$ cat src/rtl/rc3_pkg.sv
// Package for the 3x3 repair clamp: transaction payload types, register
// indexes, reset values and the per-item step flags.
// No dependencies.
package rc3_pkg;

	localparam int PIX_W   = 8;
	localparam int WIN_N   = 9;
	localparam int FW_BITS = 13;
	localparam int FH_BITS = 16;

	localparam logic ACT_PIXEL = 1'b0;
	localparam logic ACT_FLUSH = 1'b1;

	localparam logic REG_FRAME_WIDTH  = 1'b0;
	localparam logic REG_FRAME_HEIGHT = 1'b1;

	localparam logic [FW_BITS-1:0] FRAME_WIDTH_RST  = 13'd640;
	localparam logic [FH_BITS-1:0] FRAME_HEIGHT_RST = 16'd480;

	typedef struct packed {
		logic             action;
		logic [PIX_W-1:0] pix_src;
		logic [PIX_W-1:0] pix_ref;
	} rc3_in_t;

	typedef struct packed {
		logic [PIX_W-1:0] pix_out;
		logic             frame_last;
	} rc3_out_t;

	// what one accepted item does, decided from position state and its action
	typedef struct packed {
		logic is_data;
		logic emit;
		logic full;
		logic interior;
		logic last;
	} rc3_step_t;

endpackage

$ cat src/rtl/rc3_clamp.sv
// Clamps a pixel to the second-smallest and second-largest of nine window values.
// Depends on rc3_pkg.
module rc3_clamp
	import rc3_pkg::*;
(
	input  logic [WIN_N-1:0][PIX_W-1:0] win,
	input  logic [PIX_W-1:0]            pix,
	output logic [PIX_W-1:0]            clamped
);

	logic [WIN_N-1:0][3:0] rank;
	logic [PIX_W-1:0]      lo;
	logic [PIX_W-1:0]      hi;

	// rank with ties broken by position, so ranks form a permutation
	always_comb begin
		for (int i = 0; i < WIN_N; i++) begin
			rank[i] = '0;
			for (int j = 0; j < WIN_N; j++) begin
				if (j != i) begin
					rank[i] = rank[i] + 4'((win[j] < win[i]) ||
						((win[j] == win[i]) && (j < i)));
				end
			end
		end
	end

	always_comb begin
		lo = '0;
		hi = '0;
		for (int i = 0; i < WIN_N; i++) begin
			if (rank[i] == 4'd1) begin
				lo = lo | win[i];
			end
			if (rank[i] == 4'(WIN_N - 2)) begin
				hi = hi | win[i];
			end
		end
	end

	always_comb begin
		if (pix > hi) begin
			clamped = hi;
		end else if (pix < lo) begin
			clamped = lo;
		end else begin
			clamped = pix;
		end
	end

endmodule

$ cat config.mk
export PLATFORM = sky130hd
export DESIGN_NAME = rc3_clamp
export DESIGN_NICKNAME = d
export VERILOG_FILES = /design/src/rtl/rc3_pkg.sv /design/src/rtl/rc3_clamp.sv
export SDC_FILE = /design/constraint.sdc
export NUM_CORES = 1
export LEC_CHECK = 0
export BUFFER_PORTS_ARGS = -buffer_cell sky130_fd_sc_hd__buf_4
export CORE_AREA = 2 2 147 149
export DETAILED_ROUTE_END_ITERATION = 6
export DIE_AREA = 0 0 149 151
export PLACE_DENSITY = 0.74
export SLEW_MARGIN = 20
export SYNTH_ARGS = -nofsm -noshare
export SYNTH_HDL_FRONTEND = slang
export SYNTH_SLANG_ARGS = --single-unit
export TNS_END_PERCENT = 10
$ cat constraint.sdc
create_clock -name vclk -period 10.1
set_clock_uncertainty 0.15 [all_clocks]
set_input_delay 1.01 -clock vclk [all_inputs]
set_output_delay 1.01 -clock vclk [all_outputs]
set_load 0.02 [all_outputs]
==> impl_metrics.ini <==
[grt]
grt_usage = 0.317
antenna_found_initial = 2
grt_max_degree = 17
grt_pass1_wl_um = 54000
first_global_vias = 9275
overflow = 0

[placement]
io_buffers = 88
place_congestion = 1.07
dp_hpwl_um = 29200

[final_layout]
syn_to_final_growth_pct = 11.2
clock_buffers = 0
register_area_um2 = 0
seq_cell_count = 0
mostFrequentLayoutCell = ha_1
final_layout_size_suffix_gt1_frac = 0.0907
mostFrequentLayoutCells = ha_1, inv_1, o21ai_0, buf_4, a21oi_1
fin_nets = 1639

[floorplanning]
start_util = 0.446
dieArea_um2 = 22500
fp.dieW_um = 149
die_y_um = 151
ioPinCount = 88
coreArea_um2 = 20800
rows = 53

[sta]
timing.final.crit_share = 0.967
min_period_ps = 9760
slew_headroom = 0.283
setup_viol = 0
rsz0062_at_grt = false
worstMarginPinSlew_ps = 1060
drv_slew = 0
final_hold_viol_count = 0
setup_tns_ps = 0
fmax_mhz = 102

[synth]
synth_fp_nets = 1547
netlist_instances = 1101
syn_area_um2 = 9290
synth_warnings = 0
syn_avg_cell_area_um2 = 8.44
yosysUniqueCellTypes = 42
synth_seq_area_share = 0

[status]
violations = DRC
status = complete, but fails checks

[worst_setup_path]
worst_path_dominant_cell_family = compound AO/OA/AOI/OAI gates
cp_common_cell = fa_1
crit_arrival_ps = 8600
cpMaxStageDelayCell = a2111oi_4
cp-start-kind = input pin
critPathMaxStageDelay_ps = 670
critPathRequiredTime_ps = 8940
crit_buf_inv = 4
path_class = in2out
end_kind = output port
path_max_fanout = 8

[drt]
ant_nets = 0
routed_wirelength_um = 35900
drc_errors = 123
via_per_inst = 6.57
drt-pass1-iter-count = 7
wire_per_inst_um = 24.5
vias = 9639
drt_iter0_drc = 1170

[worst_hold_path]
hold_depth = 4
hold-path-endpoint = clamped[1]
hp-class = in2out
hold_start = pix[1]

[run]
maxCapViolations = 0

[clocking]
cts_setup_buffers = 0
cts_hold_buf = 0
-- logic make-up (layout without fill, tap and decap cells) --
| logic type | count (synthesis) | count (layout) | share of synthesized area |
|---|---|---|---|
| buffers and inverters | 121 | 211 | 0.0497 |
| XOR/XNOR | 9 | 9 | 0.00929 |
| AND/OR/NAND/NOR | 219 | 219 | 0.133 |
| other | 0 | 1 | 0 |
| adder cells (fa/ha/maj) | 366 | 366 | 0.522 |
| AO/OA/AOI/OAI | 386 | 386 | 0.286 |
-- routing by layer --
metal,GRT usage,up-vias,part of all wire
met5,0,-,0.00089
met1,0.424,4460,0.41
met2,0.485,603,0.41
met3,0.0816,144,0.12
met4,0.129,2,0.050
li1,-,4430,-
-- cell usage after synthesis, drive strengths merged, types with 2 or more instances --
library cell  instances  area (µm²)
o2111a                3        33.8
nor2b                36         225
a22o                  2        17.5
o31a                  3        26.3
buf                   2        15.0
ha                  330        4130
a222oi               16         160
a221oi               16         140
xor2                  9        86.3
a211oi                2        15.0
inv                 116         435
a21boi                7        52.6
nor4b                 2        23.8
a21o                 59         443
nand2                 8        30.0
clkbuf                3        11.3
o22ai                10        62.6
and3                 24         150
nand2b               35         219
nand4                27         169
nand3                67         335
nor2                 16        60.1
a2111oi               7         180
o21ai                97         485
fa                   36         721
a21oi                81         405
a22oi                31         233
o21a                 41         308
o31ai                 8        65.1
-- layout make-up --
class / instances / area, µm²
timing repair buffer: 95 / 713
inverter: 116 / 435
tap: 275 / 344
antenna: 1 / 2.50
fill: 2043 / 10500
multi-input combinational: 980 / 8840
-- worst max-delay path by stage --
stage / startpoint / to / slack (ps) / cells past startpoint
after global routing: win[33] / clamped[2] / 80 / 29
after floorplan: win[33] / clamped[4] / 1610 / 31
after CTS: win[33] / clamped[2] / 430 / 29
after detailed placement: win[33] / clamped[2] / 450 / 29
after global placement: win[33] / clamped[2] / 650 / 29
final: win[33] / clamped[2] / 340 / 29
-- worst min-delay path, delay by kind of cell --
family / cells / cell delay, ps
buffers and inverters: 2 / 260
AOI/OAI and AO/OA: 2 / 170
-- repair_timing --
item / CTS / global route
endpoints found under the hold margin: 0 / 0
resized for setup: 0 / 1
endpoints found under the setup margin: 0 / 2
-- per-stage QoR --
stage          area (µm²)  setup WS [ps]  instances  hold slack [ps]   util
6_report            10300            335       1467             2300  0.496
5_1_grt             10300           84.6       1466             2320  0.496
4_1_cts             10300            433       1466             2300  0.496
3_5_place_dp        10300            445       1466             2300  0.496
3_3_place_gp        10300            648       1466             2310  0.496
2_1_floorplan        9290           1610       1101             2230      -
