`config.mk`:
```
export PLATFORM = sky130hd
export DESIGN_NAME = rc3_ctrl
export DESIGN_NICKNAME = d
export VERILOG_FILES = /design/src/rtl/rc3_pkg.sv /design/src/rtl/rc3_ctrl.sv
export SDC_FILE = /design/constraint.sdc
export NUM_CORES = 1
export LEC_CHECK = 0
export BUFFER_PORTS_ARGS = -buffer_cell sky130_fd_sc_hd__buf_4
export CORE_ASPECT_RATIO = 1.75
export CORE_MARGIN = 4
export CORE_UTILIZATION = 55
export CTS_BUF_LIST = sky130_fd_sc_hd__clkbuf_2
export DETAILED_ROUTE_END_ITERATION = 8
export GPL_TIMING_DRIVEN = 0
export PLACE_DENSITY_LB_ADDON = 0.1
export SKIP_LAST_GASP = 1
export SLEW_MARGIN = 20
export SYNTH_ARGS = -nofsm -noshare
export SYNTH_HDL_FRONTEND = slang
export SYNTH_SLANG_ARGS = --single-unit
```
`constraint.sdc`:
```
create_clock -name clk -period 5.7 [get_ports clk]
set_input_delay 0.855 -clock clk [delete_from_list [all_inputs] [get_ports clk]]
set_output_delay 0.855 -clock clk [all_outputs]
set_load 0.1 [all_outputs]
```
`src/rtl/rc3_pkg.sv`:
```
// Package for the 3x3 repair clamp: transaction payload types, register
// indexes, reset values and the per-item step flags.
// No dependencies.
package rc3_pkg;

	localparam int PIX_W   = 8;
	localparam int WIN_N   = 9;
	localparam int FW_BITS = 13;
	localparam int FH_BITS = 16;

	localparam logic ACT_PIXEL = 1'b0;
	localparam logic ACT_FLUSH = 1'b1;

	localparam logic REG_FRAME_WIDTH  = 1'b0;
	localparam logic REG_FRAME_HEIGHT = 1'b1;

	localparam logic [FW_BITS-1:0] FRAME_WIDTH_RST  = 13'd640;
	localparam logic [FH_BITS-1:0] FRAME_HEIGHT_RST = 16'd480;

	typedef struct packed {
		logic             action;
		logic [PIX_W-1:0] pix_src;
		logic [PIX_W-1:0] pix_ref;
	} rc3_in_t;

	typedef struct packed {
		logic [PIX_W-1:0] pix_out;
		logic             frame_last;
	} rc3_out_t;

	// what one accepted item does, decided from position state and its action
	typedef struct packed {
		logic is_data;
		logic emit;
		logic full;
		logic interior;
		logic last;
	} rc3_step_t;

endpackage

```
`src/rtl/rc3_ctrl.sv`:
```
// Position and pending-result tracking: input/output raster counters, result delay
// count and frame-tail drain count. Decides per transaction whether a result leaves.
// Depends on rc3_pkg.
module rc3_ctrl
	import rc3_pkg::*;
#(
	parameter int MAX_WIDTH = 4096,
	localparam int CW = $clog2(MAX_WIDTH)
) (
	input  logic               clk,
	input  logic               arst_n,
	input  logic               restart,
	input  logic               step,
	input  logic               action,
	input  logic [FW_BITS-1:0] frame_width,
	input  logic [FH_BITS-1:0] frame_height,
	output logic [CW-1:0]      in_col,
	output logic [CW-1:0]      out_col,
	output rc3_step_t          info
);

	localparam int WW = $clog2(MAX_WIDTH + 1);
	localparam int PW = $clog2(MAX_WIDTH + 2);

	logic [CW-1:0]      in_col_q, out_col_q, in_col_n, out_col_n;
	logic [FH_BITS-1:0] in_row_q, out_row_q, in_row_n, out_row_n;
	logic [PW-1:0]      pending_q, tail_q, pend_n, tail_n;
	logic [WW-1:0]      w_eff;
	logic [FH_BITS-1:0] h_eff;
	logic               is_flush, tail_any, full, emit;
	logic               in_col_wrap, out_col_wrap, in_row_wrap, out_row_wrap;

	always_comb begin
		if (frame_width == '0) begin
			w_eff = WW'(1);
		end else if (32'(frame_width) > 32'(MAX_WIDTH)) begin
			w_eff = WW'(MAX_WIDTH);
		end else begin
			w_eff = WW'(frame_width);
		end
	end

	assign h_eff    = (frame_height == '0) ? FH_BITS'(1) : frame_height;
	assign is_flush = (action == ACT_FLUSH);
	assign tail_any = (tail_q != '0);
	assign full     = (pending_q == PW'(w_eff) + PW'(1));
	assign emit     = is_flush ? tail_any : (tail_any || full);

	assign in_col_wrap  = (WW'(in_col_q) + WW'(1)) >= w_eff;
	assign out_col_wrap = (WW'(out_col_q) + WW'(1)) >= w_eff;
	assign in_row_wrap  = ({1'b0, in_row_q} + 17'd1) >= {1'b0, h_eff};
	assign out_row_wrap = ({1'b0, out_row_q} + 17'd1) >= {1'b0, h_eff};

	always_comb begin
		info.is_data  = !is_flush;
		info.emit     = emit;
		info.full     = full;
		info.interior = (w_eff >= WW'(3)) && (h_eff >= FH_BITS'(3)) &&
			(out_row_q != '0) && (out_row_q <= h_eff - FH_BITS'(2)) &&
			(out_col_q != '0) && (WW'(out_col_q) <= w_eff - WW'(2));
		info.last     = (out_row_q == h_eff - FH_BITS'(1)) &&
			(WW'(out_col_q) == w_eff - WW'(1));
	end

	always_comb begin
		in_col_n  = in_col_q;
		in_row_n  = in_row_q;
		out_col_n = out_col_q;
		out_row_n = out_row_q;
		pend_n    = pending_q;
		tail_n    = tail_q;
		if (is_flush) begin
			if (tail_any) begin
				pend_n = pending_q - PW'(1);
				tail_n = tail_q - PW'(1);
			end
		end else begin
			if (emit) begin
				if (tail_any) begin
					tail_n = tail_q - PW'(1);
				end
			end else begin
				pend_n = pending_q + PW'(1);
			end
			if (in_col_wrap) begin
				in_col_n = '0;
				if (in_row_wrap) begin
					in_row_n = '0;
					tail_n   = pend_n;   // frame complete: all pending now drain
				end else begin
					in_row_n = in_row_q + FH_BITS'(1);
				end
			end else begin
				in_col_n = in_col_q + CW'(1);
			end
		end
		if (emit) begin
			if (out_col_wrap) begin
				out_col_n = '0;
				out_row_n = out_row_wrap ? '0 : out_row_q + FH_BITS'(1);
			end else begin
				out_col_n = out_col_q + CW'(1);
			end
		end
	end

	always_ff @(posedge clk or negedge arst_n) begin
		if (!arst_n) begin
			in_col_q  <= '0;
			in_row_q  <= '0;
			out_col_q <= '0;
			out_row_q <= '0;
			pending_q <= '0;
			tail_q    <= '0;
		end else if (restart) begin
			in_col_q  <= '0;
			in_row_q  <= '0;
			out_col_q <= '0;
			out_row_q <= '0;
			pending_q <= '0;
			tail_q    <= '0;
		end else if (step) begin
			in_col_q  <= in_col_n;
			in_row_q  <= in_row_n;
			out_col_q <= out_col_n;
			out_row_q <= out_row_n;
			pending_q <= pend_n;
			tail_q    <= tail_n;
		end
	end

	assign in_col  = in_col_q;
	assign out_col = out_col_q;

	a_tail_within_pending: assert property (@(posedge clk) disable iff (!arst_n)
		tail_q <= pending_q)
		else $error("tail count exceeds pending count");

	a_pending_bounded: assert property (@(posedge clk) disable iff (!arst_n)
		pending_q <= PW'(w_eff) + PW'(1))
		else $error("pending count beyond one row plus one");

	a_fill_counts_up: assert property (@(posedge clk) disable iff (!arst_n)
		step && !restart && !is_flush && !emit |=> pending_q == $past(pending_q) + PW'(1))
		else $error("pixel without result did not add to pending count");

endmodule

```
==> run metrics <==
WL/cell 20.8 um; starting density of the core 55.9%; fraction of registers with async set or reset after synthesis 100%; final slew viol count 0; relative slew slack 38.6%; number of top-level pins 63; count of synthesis-stage warnings from yosys 0; Power Internal 1.40 mW; Register-to-Register Setup Slack 0.86 ns; number of enable-type register cells in the synthesized netlist 0; maximum clock skew at final layout 0.0807 ns; final critical-path required period 5.59 ns; worst-case reg-to-reg path depth 16; element type at the critical path end output pin; setup repair after global routing missed its margin no; clock group share of total power 13.3%; timing startpoint of the critical path frame_width[3]; run status completed; wire length of the first global-routing pass 51.1 mm; flops & latches, synth 82; post-synthesis average cell area 7.77 um^2; count of endpoints failing hold in the final timing report 0; Worst Tran Pin Value 0.913 ns; number of nets in the finished design around 1500; Primary FF master, synth dfrtp_1; maximum net fanout on the critical path 9; crit-path leading delay family simple AND/OR/NAND/NOR gates; GRT Overall Usage 32.8%; share of the yosys chip area belonging to registers about a fifth; power per unit of standard cell area 270 mW/mm^2; layout cell share with drive strength beyond 1 a little under a tenth; slowest cell on the critical path or4_4; worst-path cell chain buf_4, or4_4, o31a_1, nor2_4, buf_4, inv_1, ha_1, xor2_1, a21oi_1, o21ai_0, nand4_1, nor3_1, and3_1, nand4_1, nor4_4, buf_6; detailed-route vias per instance 6.45; clock sink count 82; vias after detailed routing 10094; endpoint of the worst register-to-register path out_row_q[11]$_DFFE_PN0P_; Setup violations, final 0; Worst-path clk slew about 0.32 ns; Syn-to-layout area delta 9.80%; Data arrival, critical path 4.74 ns; distinct cell type count after synthesis 75; number of routed nets with antenna violations 0; chip height 185 um; slowest cell delay on critical path 0.56 ns; final design utilization about 60%; initial antenna violation count 2; maxcap violations 0; cts-stage hold buffer count 0; count of buffers inserted at the top-level ports 56; kind of start point of the critical path input pin; horizontal die dimension 109 um; iteration count of the initial detailed-routing pass 6; count of fill cells added during filler insertion 1669; total congestion overflow 0; number of placement rows between 60 and 70; hpwl dp 25.7 mm; pin count of the biggest net entering global routing 83; number of global-route vias before repair 9635; post-route fraction of the period consumed by the critical path between 90 and 100%; power share of the combinational group 59.9%; Tightest Hold Check Type input pin to async pin; clock insertion delay at the later pin of the skew report between 0.6 and 0.7 ns; gate count of the mapped netlist between 1000 and 1500; final cell area excluding filler cells ~0.011 mm^2; Detailed Route Iter0 Violations 755; root buf cell clkbuf_2; Crit path buffers/inverters 4; Placement Cell Area 0.0105 mm^2; TritonCTS clock tree done; DRC 0; startpoint of the worst-slack reg-to-reg timing path out_col[2]$_DFFE_PN0P_; total net switching power between 1.5 and 2 mW; number of levels in the clock H-tree 3; post-detailed-routing wire length 32.6 mm; clock buffers created by TritonCTS 9; synthesized netlist net count 1398; maximum clock frequency 179 MHz; synthesized area 0.00980 mm^2; critical path data required time 4.85 ns; CTS Buffer Depth 2; Worst VDD drop 234 uV; switching share of power 51.9%; final weighted congestion in routability-driven placement ~1; crit path kind input pin to output pin; leakage dissipation 4.73 nW; part of the power in registers 26.8%; floorplan die area ~0.020 mm^2; core area between 0.015 and 0.02 mm^2
==> power by group through the flow <==
stage          Sequential (mW)  Combinational, mW  Clock, mW
4_1_cts                  0.773               1.70      0.392
5_1_grt                  0.791               1.88      0.410
6_report                 0.778               1.74      0.386
3_3_place_gp             0.781               1.67          0
2_1_floorplan            0.799               1.19          0
3_5_place_dp             0.784               1.68          0
==> cells in the mapped netlist, types with 7 or more instances <==
| master | instances | share of area (%) |
|---|---|---|
| ha_1 | 104 | 13 |
| nor2_1 | 93 | 3.6 |
| nand2_1 | 90 | 3.4 |
| dfrtp_1 | 82 | 21 |
| o21ai_0 | 81 | 4.1 |
| xnor2_1 | 75 | 6.7 |
| clkbuf_1 | 73 | 2.8 |
| nand3_1 | 73 | 3.7 |
| inv_1 | 65 | 2.5 |
| a21oi_1 | 45 | 2.3 |
| xor2_1 | 45 | 4.0 |
| nor3_1 | 40 | 2.0 |
| nand4_1 | 35 | 2.2 |
| and3_1 | 27 | 1.7 |
| nor2b_1 | 27 | 1.7 |
| o211ai_1 | 23 | 1.8 |
| nor4_1 | 22 | 1.4 |
| nand2b_1 | 18 | 1.1 |
| or3_1 | 17 | 1.1 |
| o31ai_1 | 16 | 1.2 |
| or4_1 | 15 | 1.1 |
| a31oi_1 | 14 | 0.89 |
| and2_1 | 14 | 0.89 |
| mux2_2 | 13 | 1.5 |
| a211oi_1 | 12 | 0.92 |
| o21a_1 | 12 | 0.92 |
| mux2i_1 | 10 | 1.0 |
| o41ai_1 | 7 | 0.63 |
==> state kept, by name, summed over array words and instances, names as in the netlist <==
register / count
out_col: 12
tail_q: 13
in_col: 12
pending_q: 13
in_row_q: 16
out_row_q: 16
==> cell families after synthesis <==
group                      synth area share [%]
buffers and inverters                      6.02
and+or+nand+nor                            26.5
adders and majority gates                  13.3
xor gates and xnor gates                   11.0
AOI/OAI and AO/OA                          19.5
muxes                                      2.82
DFF                                        20.9
==> per-layer routing <==
layer	share of wire [%]	GRT usage, %
met5	0.043	0
met4	7.5	23.3
met3	5.2	3.33
met2	51	57.3
met1	37	36.4
==> layout by cell type (no fill, tap or decap), drive strengths merged, types with 6 or more instances in the layout <==
cell type	n
o311ai	6
and3	27
ha	104
nor4	23
o31ai	16
buf	69
mux2	15
or3	17
xor2	45
o41ai	11
and2	14
clkbuf	80
nor2b	27
o211ai	23
nand3	73
xnor2	75
dfrtp	82
a21oi	45
a211oi	12
a31oi	15
nand4	35
nand2b	18
o22ai	6
nor3	40
o21ai	83
inv	66
nand2	90
mux2i	10
nor2	93
o21a	12
or4	16
==> repair_timing <==
item / CTS / global route
endpoints found under the setup margin: 4 / 4
setup buffers: 1 / 2
endpoints found under the hold margin: 0 / 0
gates resized for setup: 11 / 4
cloned: 0 / 0
pin swaps: 1 / 1
==> through the flow <==
stage | TNS, ns | hold WS (ns) | power [mW] | cells | setup WS [ns]
after detailed placement | -4.72 | 0.508 | 2.47 | 1547 | -0.840
after global placement | -4.03 | 0.498 | 2.45 | 1547 | -0.839
final | 0 | 0.224 | 2.91 | 1564 | 0.106
after CTS | 0 | 0.375 | 2.87 | 1564 | 0.00565
after global routing | 0 | 0.281 | 3.08 | 1564 | 0.0293
after floorplan | 0 | 0.484 | 1.99 | 1260 | 0.101
==> cell type report <==
cell class / count / area, um^2 / share of cell area [%]
Antenna cell: 1 / 2.50 / 0.0233
Buffer: 80 / 329 / 3.06
Clock buffer: 10 / 50.0 / 0.465
Clock inverter: 6 / 90.1 / 0.838
Inverter: 67 / 251 / 2.34
Multi-Input combinational cell: 1028 / 7240 / 67.3
Sequential cell: 82 / 2050 / 19.1
Tap cell: 231 / 289 / 2.69
Timing Repair Buffer: 59 / 450 / 4.19
==> worst max-delay path by stage <==
stage / endpoint / slack, ns / cells after the start
floorplan: info[1] / 0.10 / 15
global placement: info[3] / -0.84 / 14
detailed placement: info[3] / -0.84 / 14
CTS: info[3] / 0.006 / 16
global route: info[2] / 0.03 / 14
finish: info[0] / 0.11 / 16
No activity file was read; power rests on OpenSTA's default activity.
